--- src/hw/rtl/epts_pkg.sv ---
// Package: shared types, codes and constants of the pulse edge timestamp logger.
`default_nettype none

package epts_pkg;

   // Ring geometry
   localparam int RING_DEPTH  = 16;
   localparam int SLOT_W      = (RING_DEPTH > 1) ? $clog2(RING_DEPTH) : 1;
   localparam int KIND_W      = 2;
   localparam int REC_ADDR_W  = 1 + KIND_W + SLOT_W;
   localparam int REC_DEPTH   = 2 * 4 * RING_DEPTH;
   localparam int READ_SLOTS  = 16;

   // Response queue geometry
   localparam int RSP_FIFO_DEPTH = 3;
   localparam int FIFO_PTR_W     = (RSP_FIFO_DEPTH > 1) ? $clog2(RSP_FIFO_DEPTH) : 1;
   localparam int FIFO_CNT_W     = $clog2(RSP_FIFO_DEPTH + 1);
   localparam int OCC_W          = $clog2(RSP_FIFO_DEPTH + 2);

   // Operation codes
   typedef enum logic [1:0] {
      OP_CAPTURE = 2'd0,
      OP_TICK    = 2'd1,
      OP_READ    = 2'd2
   } op_type;

   // Edge kinds
   typedef enum logic [KIND_W-1:0] {
      KIND_LOW_RISE  = 2'd0,
      KIND_HIGH_RISE = 2'd1,
      KIND_HIGH_FALL = 2'd2,
      KIND_LOW_FALL  = 2'd3
   } kind_type;

   // Channel phase status codes
   typedef enum logic [1:0] {
      STAT_NONE      = 2'd0,
      STAT_ROSE_LOW  = 2'd1,
      STAT_FELL_HIGH = 2'd2
   } stat_type;

   typedef struct packed {
      logic [1:0]  op;
      logic        channel;
      logic        threshold;
      logic        level;
      logic [15:0] capture_count;
      logic [3:0]  read_slot;
   } req_type;

   typedef struct packed {
      logic [3:0]  slot_used;
      logic [1:0]  edge_kind;
      logic [31:0] epoch_value;
      logic [15:0] count_value;
      logic [31:0] pulse_total;
      logic [1:0]  phase_status;
   } rsp_type;

   // One stored edge record
   typedef struct packed {
      logic [31:0] epoch;
      logic [15:0] count;
   } rec_type;

   // Record store access from the control unit
   typedef struct packed {
      logic                  wr_en;
      logic [REC_ADDR_W-1:0] wr_addr;
      rec_type               wr_data;
      logic                  rd_en;
      logic [REC_ADDR_W-1:0] rd_addr;
   } rec_req_type;

   // Computed transaction waiting for its record read data
   typedef struct packed {
      logic    valid;
      logic    from_store;
      rsp_type rsp;
   } stage_type;

   // Read slot to ring slot map (read slot modulo ring depth)
   typedef logic [SLOT_W-1:0] slot_lut_type [READ_SLOTS];

   function automatic slot_lut_type build_slot_lut();
      slot_lut_type lut;
      for (int i = 0; i < READ_SLOTS; i++) begin
         lut[i] = SLOT_W'(i % RING_DEPTH);
      end
      return lut;
   endfunction

   localparam slot_lut_type READ_SLOT_LUT = build_slot_lut();

endpackage

`default_nettype wire

--- src/hw/rtl/epts_rsp_fifo.sv ---
// Response queue: small register FIFO that decouples the result side.
`default_nettype none

module epts_rsp_fifo
   import epts_pkg::*;
(
   input  wire logic         clock,
   input  wire logic         reset,
   input  wire logic         push,
   input  wire rsp_type      push_data,
   input  wire logic         pop,
   output logic [FIFO_CNT_W-1:0] count,
   output logic              head_valid,
   output rsp_type           head_data
);

   rsp_type                 entry_ff [RSP_FIFO_DEPTH];
   logic [FIFO_PTR_W-1:0]   wr_ptr_ff, wr_ptr_in;
   logic [FIFO_PTR_W-1:0]   rd_ptr_ff, rd_ptr_in;
   logic [FIFO_CNT_W-1:0]   count_ff, count_in;
   logic                    do_pop;

   // Advance pointers with wrap
   always_comb begin
      do_pop    = pop && (count_ff != '0);
      wr_ptr_in = wr_ptr_ff;
      rd_ptr_in = rd_ptr_ff;
      count_in  = count_ff;
      if (push) begin
         wr_ptr_in = (wr_ptr_ff == FIFO_PTR_W'(RSP_FIFO_DEPTH - 1)) ?
                     '0 : wr_ptr_ff + FIFO_PTR_W'(1);
      end
      if (do_pop) begin
         rd_ptr_in = (rd_ptr_ff == FIFO_PTR_W'(RSP_FIFO_DEPTH - 1)) ?
                     '0 : rd_ptr_ff + FIFO_PTR_W'(1);
      end
      if (push && !do_pop) begin
         count_in = count_ff + FIFO_CNT_W'(1);
      end else if (!push && do_pop) begin
         count_in = count_ff - FIFO_CNT_W'(1);
      end
   end

   always_ff @(posedge clock) begin
      if (reset) begin
         wr_ptr_ff <= '0;
         rd_ptr_ff <= '0;
         count_ff  <= '0;
      end else begin
         wr_ptr_ff <= wr_ptr_in;
         rd_ptr_ff <= rd_ptr_in;
         count_ff  <= count_in;
      end
   end

   // Store the pushed transaction
   always_ff @(posedge clock) begin
      if (push) begin
         entry_ff[wr_ptr_ff] <= push_data;
      end
   end

   assign count      = count_ff;
   assign head_valid = (count_ff != '0);
   assign head_data  = entry_ff[rd_ptr_ff];

   // Never push into a full queue unless the head leaves at the same edge
   a_no_overflow: assert property (@(posedge clock) disable iff (reset)
      push |-> (count_ff != FIFO_CNT_W'(RSP_FIFO_DEPTH) || do_pop))
      else $error("response queue overflow");

endmodule

`default_nettype wire
--- config.mk ---
export PLATFORM = sky130hd
export DESIGN_NAME = epts_rsp_fifo
export DESIGN_NICKNAME = d
export VERILOG_FILES = /design/src/hw/rtl/epts_pkg.sv /design/src/hw/rtl/epts_rsp_fifo.sv
export SDC_FILE = /design/constraint.sdc
export NUM_CORES = 1
export LEC_CHECK = 0
export ABC_AREA = 1
export BUFFER_PORTS_ARGS = -buffer_cell sky130_fd_sc_hd__buf_2
export CORE_MARGIN = 4
export CORE_UTILIZATION = 50
export CTS_CLUSTER_SIZE = 25
export DETAILED_ROUTE_END_ITERATION = 10
export PLACE_DENSITY = 0.76
export SLEW_MARGIN = 15
export SYNTH_ARGS = -nofsm -noshare
export SYNTH_HDL_FRONTEND = slang
export SYNTH_SLANG_ARGS = --single-unit
--- constraint.sdc ---
create_clock -name clock -period 7.6 [get_ports clock]
set_clock_uncertainty 0.2 [all_clocks]
set_input_delay 0 -clock clock [delete_from_list [all_inputs] [get_ports clock]]
set_output_delay 0 -clock clock [all_outputs]
set_load 0.01 [all_outputs]
==> summary.txt <==
Clock network
  • CTS tree: built
  • Worst-case clock buffer depth: 3
  • Clock root cell: clkbuf_16
  • Post-cts resize count: 0
  • CTS sink count: roughly 270
  • Clock Pin Slew Worst Setup and Hold Paths: approximately 0.07 ns
  • Num CTS Buffers: 27
  • Clock Latency Late Sink: about 0.51 ns
  • Htree depth: 1

Global route
  • GRT Util Overall: a little under a fifth
  • Largest net degree at the start of global routing: 89
  • GR Util met1: between 20% and 30%
  • GR Util met3: under 10%
  • Met2 usage in global routing: between 30% and 40%
  • Total grt overflow: 0
  • First-pass GRT wire length: 34.0 mm
  • Antenna violations before repair: 2
  • Vias in the first global route: 6679
  • Global routing's busiest layer: met2

Finish
  • Area grow syn2layout: 28.0%
  • Final nets: approximately 1100
  • Filler cells: about 1500
  • Final Cell Area: 13100 sq um
  • Share of cells above drive strength 1: a little over a quarter
  • Non-Filler Instances: roughly 1300
  • Util after Layout: 64.8%

Floorplan
  • Initial Utilization: between 50% and 60%
  • # rows: 52
  • Die width: between 150 and 200 um
  • Core Region: slightly above 20000 sq um
  • IO Pins: 183
  • Die ar.: about 23000 sq um
  • Die H: between 150 and 200 um

Flow run
  • Max cap viols: 0

Logic synthesis
  • Top_reg_cell synth: edfxtp_1
  • Async SR Flop Fraction: 0%
  • Area share of the largest cell type after synthesis: approximately 78%
  • Yosys cell types: 21
  • Cells after synthesis: between 700 and 800
  • Synth area leaders: edfxtp_1, a21oi_1, nor2_1
  • Synth area leader: edfxtp_1
  • Syn. warnings: 0
  • Top post-synthesis cells by count: edfxtp_1, a21oi_1, nor2_1, nand2_1, buf_2
  • Mapped Avg Cell Area: roughly 14 sq um
  • Number of synthesized flops with an enable pin: about 260
  • Mapped Area: between 10000 and 15000 sq um
  • Most common cell in the netlist: edfxtp_1
  • #FFs+latches synth: between 200 and 300
  • Syn_nets: ~800
  • Seq/Total Area, Yosys: roughly four fifths

Setup path
  • Slowest cell delay on critical path: 0.81 ns
  • Arrival @ worst endpoint: 2.40 ns
  • R2R Setup Slk: a little over 5 ns
  • CP max stage cell: buf_4
  • FF-to-FF Start: wr_ptr_ff[1]
  • Delay-heaviest family, CP: buffers and inverters
  • CP Launch Type: register
  • Buf/Inv on CP: 2
  • Setup crit end kind: output pin
  • CP Max Fanout: 88
  • Reg2reg end: entry_ff[2][73]
  • Worst path required time: 7.40 ns
  • WS Path Type: reg -> out
  • Cell chain of the critical path: buf_4 > a21oi_1 > a21oi_1 > buf_2
  • Register-to-Register Path Depth: 4
  • Most numerous cell on the critical path: a21oi_1

Route
  • Via density: between 5 and 6
  • DRC viols: 0
  • Via count: 6650
  • Wire length per cell: 17.5 um
  • Number of DRC markers in iteration 0: 439
  • Pre-Repair DR Iteration Count: 7
  • ANT nets after route: 0
  • Final Routed Wirelength: around 22 mm

Placed design
  • DP HPWL: between 10 and 15 mm
  • Dpl ws: between 5 and 6 ns
  • Placed Cells: around 1100
  • RD Place Congestion: 0.764
  • Placed instance area: around 11000 sq um
  • IO buf count: about 180

Hold path
  • HP Start: push_data[38]
  • Worst hold stages: 2
  • Min-Delay Endpoint: entry_ff[1][38]
  • Type of the worst min-delay path: in -> reg

Power and ir drop
  • Worst IR drop on VDD: ~0.23 mV
  • PwrDens: between 200 and 300 nW/um^2
  • Leak: a little under 5 nW
  • Power Total: 3.57 mW

Timing
  • Final Hold Viols: 0
  • Final worst-path cycle share: between 30% and 40%
  • Total Neg Setup Slack: 0 ns
  • Fin worst setup slack: approximately 5 ns
  • FMAX: about 0.38 GHz
  • Worst-margin pin slew: approximately 1.1 ns
  • Max-slew headroom: approximately 28%
  • WHS: a little over 0.02 ns
  • RSZ-0062 raised after global routing: no
  • Final number of setup-violating endpoints: 0
  • Final Slew Violations: 0
  • Final period demand of the worst path: around 2.6 ns

Outcome
  • Status: finished clean
placed cells by master (no fill, tap or decap), drive strengths merged, types with 8 or more instances in the layout:
master,instances
a21oi,179
nand2,99
nor2,93
dfxtp,8
inv,15
clkbuf,32
dlygate4sd3,101
buf,188
clkinv,12
edfxtp,264
power by group:
group	total, mW	internal (mW)	leakage, nW	switching (mW)
combinational	0.619	0.234	2.02	0.386
clock	1.20	0.682	0.393	0.521
sequential	1.75	1.72	2.51	0.0253
registers in the layout (all words and copies together) (netlist names), named ones only:
register,flops
entry_ff,264
rd_ptr_ff,2
count,2
wr_ptr_ff,2
worst max-delay path by stage:
stage / startpoint / end / cells past startpoint / slack [ns]
CTS: register / head_data[34] / 4 / 5.04
floorplan: wr_ptr_ff[1] / entry_ff[2][0] / 2 / 0.42
detailed placement: wr_ptr_ff[1] / entry_ff[2][68] / 4 / 5.21
finish: register / head_data[5] / 4 / 5.00
global placement: wr_ptr_ff[1] / entry_ff[2][68] / 4 / 5.27
global route: register / head_data[5] / 4 / 4.89
cell families (layout without fill, tap and decap cells):
logic type / count (synthesis) / after routing / share of synthesized area [%]
AO/OA/AOI/OAI: 182 / 182 / 9.70
other: 0 / 2 / 0
adder cells (fa/ha/maj): 1 / 1 / 0.122
flip-flops: 272 / 272 / 79.2
AND/OR/NAND/NOR: 197 / 197 / 7.80
buffers and inverters: 53 / 351 / 3.19
routing by layer:
layer | vias up | wire length [um]
met3 | 41 | 1670
met5 | - | 0
met1 | 3229 | 9370
met4 | 0 | 529
li1 | 3118 | -
met2 | 262 | 10700
timing repair:
action	CTS	global route
hold buffers	101	0
endpoints found under the hold margin	272	0
setup buffers	0	0
layout make-up:
type / count / area, sq um / share of cell area [%]
sequential: 272 / 8100 / 61.9
timing repair buffer: 289 / 1970 / 15.0
multi-input combinational: 380 / 1810 / 13.8
clock buffer: 32 / 694 / 5.31
tap: 270 / 338 / 2.58
clock inverter: 15 / 101 / 0.775
inverter: 15 / 68.8 / 0.526
antenna: 2 / 5.00 / 0.0383
Power figures use the tool's default switching activity.
