--- src/hw/rtl/epts_pkg.sv ---
// Package: shared types, codes and constants of the pulse edge timestamp logger.
`default_nettype none

package epts_pkg;

   // Ring geometry
   localparam int RING_DEPTH  = 16;
   localparam int SLOT_W      = (RING_DEPTH > 1) ? $clog2(RING_DEPTH) : 1;
   localparam int KIND_W      = 2;
   localparam int REC_ADDR_W  = 1 + KIND_W + SLOT_W;
   localparam int REC_DEPTH   = 2 * 4 * RING_DEPTH;
   localparam int READ_SLOTS  = 16;

   // Response queue geometry
   localparam int RSP_FIFO_DEPTH = 3;
   localparam int FIFO_PTR_W     = (RSP_FIFO_DEPTH > 1) ? $clog2(RSP_FIFO_DEPTH) : 1;
   localparam int FIFO_CNT_W     = $clog2(RSP_FIFO_DEPTH + 1);
   localparam int OCC_W          = $clog2(RSP_FIFO_DEPTH + 2);

   // Operation codes
   typedef enum logic [1:0] {
      OP_CAPTURE = 2'd0,
      OP_TICK    = 2'd1,
      OP_READ    = 2'd2
   } op_type;

   // Edge kinds
   typedef enum logic [KIND_W-1:0] {
      KIND_LOW_RISE  = 2'd0,
      KIND_HIGH_RISE = 2'd1,
      KIND_HIGH_FALL = 2'd2,
      KIND_LOW_FALL  = 2'd3
   } kind_type;

   // Channel phase status codes
   typedef enum logic [1:0] {
      STAT_NONE      = 2'd0,
      STAT_ROSE_LOW  = 2'd1,
      STAT_FELL_HIGH = 2'd2
   } stat_type;

   typedef struct packed {
      logic [1:0]  op;
      logic        channel;
      logic        threshold;
      logic        level;
      logic [15:0] capture_count;
      logic [3:0]  read_slot;
   } req_type;

   typedef struct packed {
      logic [3:0]  slot_used;
      logic [1:0]  edge_kind;
      logic [31:0] epoch_value;
      logic [15:0] count_value;
      logic [31:0] pulse_total;
      logic [1:0]  phase_status;
   } rsp_type;

   // One stored edge record
   typedef struct packed {
      logic [31:0] epoch;
      logic [15:0] count;
   } rec_type;

   // Record store access from the control unit
   typedef struct packed {
      logic                  wr_en;
      logic [REC_ADDR_W-1:0] wr_addr;
      rec_type               wr_data;
      logic                  rd_en;
      logic [REC_ADDR_W-1:0] rd_addr;
   } rec_req_type;

   // Computed transaction waiting for its record read data
   typedef struct packed {
      logic    valid;
      logic    from_store;
      rsp_type rsp;
   } stage_type;

   // Read slot to ring slot map (read slot modulo ring depth)
   typedef logic [SLOT_W-1:0] slot_lut_type [READ_SLOTS];

   function automatic slot_lut_type build_slot_lut();
      slot_lut_type lut;
      for (int i = 0; i < READ_SLOTS; i++) begin
         lut[i] = SLOT_W'(i % RING_DEPTH);
      end
      return lut;
   endfunction

   localparam slot_lut_type READ_SLOT_LUT = build_slot_lut();

endpackage

`default_nettype wire

--- src/hw/rtl/epts_ctrl.sv ---
// Control unit: channel state, epoch counter and result formation per transaction.
`default_nettype none

module epts_ctrl
   import epts_pkg::*;
(
   input  wire logic    clock,
   input  wire logic    reset,
   input  wire logic    accept,
   input  wire req_type req_data,
   output rec_req_type  rec_req,
   output stage_type    stage
);

   logic [31:0]       epoch_ff, epoch_in;
   logic [31:0]       pulse_count_ff [2];
   logic [31:0]       pulse_count_in [2];
   logic [SLOT_W-1:0] pulse_mod_ff   [2];
   logic [SLOT_W-1:0] pulse_mod_in   [2];
   logic [SLOT_W-1:0] write_slot_ff  [2];
   logic [SLOT_W-1:0] write_slot_in  [2];
   logic [1:0]        status_ff      [2];
   logic [1:0]        status_in      [2];

   logic              stage_valid_ff;
   logic              from_store_ff, from_store_in;
   rsp_type           rsp_ff, rsp_in;

   kind_type          kind;
   logic              ch;
   logic [SLOT_W-1:0] slot;

   // Decode the edge kind
   always_comb begin
      ch = req_data.channel;
      if (req_data.threshold == 1'b0) begin
         kind = req_data.level ? KIND_LOW_RISE : KIND_LOW_FALL;
      end else begin
         kind = req_data.level ? KIND_HIGH_RISE : KIND_HIGH_FALL;
      end
   end

   // Compute next state, store access and result
   always_comb begin
      epoch_in       = epoch_ff;
      pulse_count_in = pulse_count_ff;
      pulse_mod_in   = pulse_mod_ff;
      write_slot_in  = write_slot_ff;
      status_in      = status_ff;
      from_store_in  = 1'b0;
      slot           = '0;
      rec_req        = '0;
      rsp_in         = '0;
      rsp_in.epoch_value = epoch_ff;

      case (req_data.op)
         OP_CAPTURE: begin
            slot                  = write_slot_ff[ch];
            rec_req.wr_en         = accept;
            rec_req.wr_addr       = {ch, kind, slot};
            rec_req.wr_data.epoch = epoch_ff;
            rec_req.wr_data.count = req_data.capture_count;
            rsp_in.edge_kind      = kind;
            rsp_in.count_value    = req_data.capture_count;
            case (kind)
               KIND_LOW_RISE: begin
                  status_in[ch] = STAT_ROSE_LOW;
               end
               KIND_HIGH_FALL: begin
                  pulse_count_in[ch] = pulse_count_ff[ch] + 32'd1;
                  pulse_mod_in[ch]   = (pulse_mod_ff[ch] == SLOT_W'(RING_DEPTH - 1)) ?
                                       '0 : pulse_mod_ff[ch] + SLOT_W'(1);
                  status_in[ch]      = STAT_FELL_HIGH;
               end
               KIND_LOW_FALL: begin
                  write_slot_in[ch] = pulse_mod_ff[ch];
               end
               default: begin
               end
            endcase
         end
         OP_TICK: begin
            epoch_in           = epoch_ff + 32'd1;
            rsp_in.epoch_value = epoch_in;
         end
         OP_READ: begin
            slot             = READ_SLOT_LUT[req_data.read_slot];
            rec_req.rd_en    = accept;
            rec_req.rd_addr  = {ch, kind, slot};
            rsp_in.edge_kind = kind;
            from_store_in    = 1'b1;
         end
         default: begin
         end
      endcase

      rsp_in.slot_used    = 4'(slot);
      rsp_in.pulse_total  = pulse_count_in[ch];
      rsp_in.phase_status = status_in[ch];
   end

   // Advance channel state on each accepted transaction
   always_ff @(posedge clock) begin
      if (reset) begin
         epoch_ff <= '0;
         for (int i = 0; i < 2; i++) begin
            pulse_count_ff[i] <= '0;
            pulse_mod_ff[i]   <= '0;
            write_slot_ff[i]  <= '0;
            status_ff[i]      <= STAT_NONE;
         end
      end else if (accept) begin
         epoch_ff       <= epoch_in;
         pulse_count_ff <= pulse_count_in;
         pulse_mod_ff   <= pulse_mod_in;
         write_slot_ff  <= write_slot_in;
         status_ff      <= status_in;
      end
   end

   // Register the result while the store read completes
   always_ff @(posedge clock) begin
      if (reset) begin
         stage_valid_ff <= 1'b0;
      end else begin
         stage_valid_ff <= accept;
      end
   end

   always_ff @(posedge clock) begin
      if (accept) begin
         rsp_ff        <= rsp_in;
         from_store_ff <= from_store_in;
      end
   end

   assign stage.valid      = stage_valid_ff;
   assign stage.from_store = from_store_ff;
   assign stage.rsp        = rsp_ff;

   // A tick advances the epoch by one
   a_tick_epoch: assert property (@(posedge clock) disable iff (reset)
      (accept && req_data.op == OP_TICK) |=> (epoch_ff == $past(epoch_ff) + 32'd1))
      else $error("epoch did not advance on tick");

   // Only an accepted transaction touches the record store
   a_store_gated: assert property (@(posedge clock) disable iff (reset)
      (rec_req.wr_en || rec_req.rd_en) |-> accept)
      else $error("record store accessed without a transaction");

endmodule

`default_nettype wire

--- config.mk ---
export PLATFORM = sky130hd
export DESIGN_NAME = epts_ctrl
export DESIGN_NICKNAME = d
export VERILOG_FILES = /design/src/hw/rtl/epts_pkg.sv /design/src/hw/rtl/epts_ctrl.sv
export SDC_FILE = /design/constraint.sdc
export NUM_CORES = 1
export LEC_CHECK = 0
export BUFFER_PORTS_ARGS = -buffer_cell sky130_fd_sc_hd__buf_2
export CAP_MARGIN = 40
export CORE_MARGIN = 3
export CORE_UTILIZATION = 50
export CTS_CLUSTER_DIAMETER = 150
export DETAILED_ROUTE_END_ITERATION = 10
export GPL_TIMING_DRIVEN = 0
export PLACE_DENSITY = 0.74
export SLEW_MARGIN = 20
export SYNTH_ARGS = -nofsm -noshare
export SYNTH_HDL_FRONTEND = slang
export SYNTH_SLANG_ARGS = --single-unit
--- constraint.sdc ---
create_clock -name clock -period 2.79 [get_ports clock]
set_input_delay 0 -clock clock [delete_from_list [all_inputs] [get_ports clock]]
set_output_delay 0 -clock clock [all_outputs]
set_load 0.01 [all_outputs]
==> flow_summary.toml <==
[job]
drv_cap = 0

[setup_path]
cp.required_ns = 3.22
startpoint_type = "flop"
cp_cell_sequence = "mux2_2 > ha_1 > nand4_1 > a211oi_4 > nand3_2 > buf_2 > or4_1 > a21oi_1"
cp_slowest_cell = "or4_1"
slowest_delay_ns = 0.47
path_class = "reg -> reg"
cp_max_fo = 10
cp_data_arrival_time_ns = 3.05
critical_path.top_delay_family = "simple AND/OR/NAND/NOR gates"
critPathCaptureType = "flop"
cp.buffers_inverters = 1

[floorplan]
dieArea_um2 = 22700
die_height_um = 151
coreArea_um2 = 20400
die_w_um = 151
start_util_pct = 51.3
num_rows = 52
io_pins = 182

[timing]
rsz0062_at_grt = "true"
fin_ws_ns = 0.173
final.min_clock_period_ns = 2.62
fin_crit_sh_pct = 93.8
final_hold_viol_count = 0
slew_violations = 0
tightest_slew_ns = 0.841
timing.hold.ws_ns = 0.0345
clock.fmax_mhz = 382
max_slew_margin_pct = 43.4
fin_worst_skew_ns = 0.0212
final-setup-viol-count = 0

[logic_synthesis]
yosys-top-cells-area = "edfxtp_1 26%, dfxtp_1 22%, and2_1 5.0%, xor2_1 4.9%, mux2i_1 4.0%"
synth_top_cell_by_area = "edfxtp_1"
synth.top_cell.area_share_pct = 25.6
yosys-top-cells-count = "117 x dfxtp_1, 94 x nand2_1, 92 x nor2_1"
yosysUniqueCellTypes = 50
synth_fp_nets = 1126
ys_warn_count = 0
synthMostInstantiatedCell = "dfxtp_1"
syn_avg_cell_area_um2 = 9.56
netlist_area_um2 = 10400
synth_async_sr_flop_share_pct = 0
synth-edff-count = 89
synth_ff_type = "dfxtp_1"
ys_ff_latch = 206
synthCells = 1092
yosysSeqAreaShare_pct = 48.0

[global_route]
grt_overflow = 0
grt_pass1_vias = 8555
grt_max_degree = 64
grt_usage_pct = 24.8
grt_pass1_wl_um = 45000
antenna_found_initial = 0

[cts]
cts_buffers = 23
h-tree-depth = 1
root_buffer = "clkbuf_16"
clock_sinks = 206
insertion_delay_ns = 0.52
path_clk_slew_ns = 0.06
clockBufferDepth = 3
cts_tree = "built"

[finish]
final_core_util_pct = 62.8
nets = 1359
register_area_um2 = 5010
fillers = 1699
area_growth_syn_to_layout_pct = 22.5
drive_gt1_share_pct = 20.3
multiInputGateArea_um2 = 5100
fin_cells = 1613

[route]
via_count = 9153
drc = 0
via_per_inst = 5.67
drt_iter0_markers = 748
first_pass_iters = 5
drtAntennaViolNets = 0
routed_wl_um = 28900
routedWlPerCell_um = 17.9

[placed_design]
dp.cells = 1545
dp_slack_ns = -1.04
io_buffers = 181
gp_congestion = 0.970
hpwl_um = 19600

[pwr]
peakVddDrop_uv = 483
powerDensity_nw_per_um2 = 526
p_leak_nw = 4.89

[outcome]
status = "finished clean"

[hold_path]
hold_path_class = "in -> reg"
## cell type report
cell class                 count  share of cell area [%]
inverter                       8                   0.235
multi-input combinational    802                    39.9
timing repair buffer         210                    9.50
antenna                        1                  0.0196
tap                          270                    2.64
clock inverter                 8                   0.714
buffer                        74                    2.61
sequential                   206                    39.2
clock buffer                  34                    5.21
## cells by family after synthesis
family                     synth area share, %
adders and majority gates                0.719
muxes                                     5.43
and+or+nand+nor                           25.5
AOI/OAI and AO/OA                         8.11
xor gates and xnor gates                  8.72
buffers and inverters                     3.46
DFF                                       48.0
## worst min-delay path: cells and delay by family
family	cells	cell delay, ns
buffers and inverters	2	0.29
AND/OR/NAND/NOR	1	0.14
## routing by layer
layer  vias up  part of all wire, %  GRT usage [%]
met5         -                    0          0.227
met4         0                  3.7           8.37
met3        72                  7.3           3.37
met2       355                   47           41.6
met1      4359                   42           33.2
li1       4367                    -              -
## flip-flops by register name (all words and copies together) (netlist names)
| name | flops |
|---|---|
| epoch_ff | 32 |
| from_store_ff | 1 |
| pulse_count_ff | 64 |
| pulse_mod_ff | 8 |
| stage | 88 |
| stage_valid_ff | 1 |
| status_ff | 4 |
| write_slot_ff | 8 |
## report_power, final
group          internal, mW  switching (mW)  total, mW
registers              3.22          0.0232       3.24
clock network          1.83            1.21       3.04
logic                 0.166           0.272      0.438
## placed cells by master, fill, tap and decap left out, types with 26 or more instances in the layout
cell type | synthesis | routed
a21oi_1 | 61 | 61
nand4_1 | 41 | 41
clkbuf_1 | 53 | 57
dfxtp_1 | 117 | 117
nor2_1 | 92 | 92
o21ai_0 | 38 | 38
and2_1 | 84 | 84
nand3_1 | 45 | 45
nand2_1 | 94 | 94
or4_1 | 26 | 26
xnor2_1 | 46 | 46
buf_2 | 13 | 191
mux2i_1 | 42 | 42
xor2_1 | 58 | 58
edfxtp_1 | 89 | 89
## repair_timing
item / CTS / global route
hold endpoints to repair: 49 / 0
hold buffers: 23 / 0
pin swaps: 1 / 4
gates resized for setup: 1 / 9
buffers inserted: 1 / 3
endpoints found under the setup margin: 30 / 35
## through the flow
step	power, mW	TNS (ns)	instance area (um^2)
detailed placement	3.72	-27.84	11700
CTS	6.77	0	12700
global placement	3.71	-79.98	11700
finish	6.72	0	12800
global route	6.93	-0.0275	12800
floorplan	3.50	0	10400
## final timing paths
check / startpoint / endpoint / slack, ns / cells after the start
setup reg to reg: pulse_count_ff[32] / pulse_count_ff[16] / 0.17 / 8
hold reg to reg: pulse_mod_ff[2] / pulse_mod_ff[2] / 0.46 / 2
setup / recovery: pulse_count_ff[32] / pulse_count_ff[16] / 0.17 / 8
hold / removal: req_data[23] / stage[83] / 0.03 / 3
Note: power is estimated with default switching activity, not from simulation.
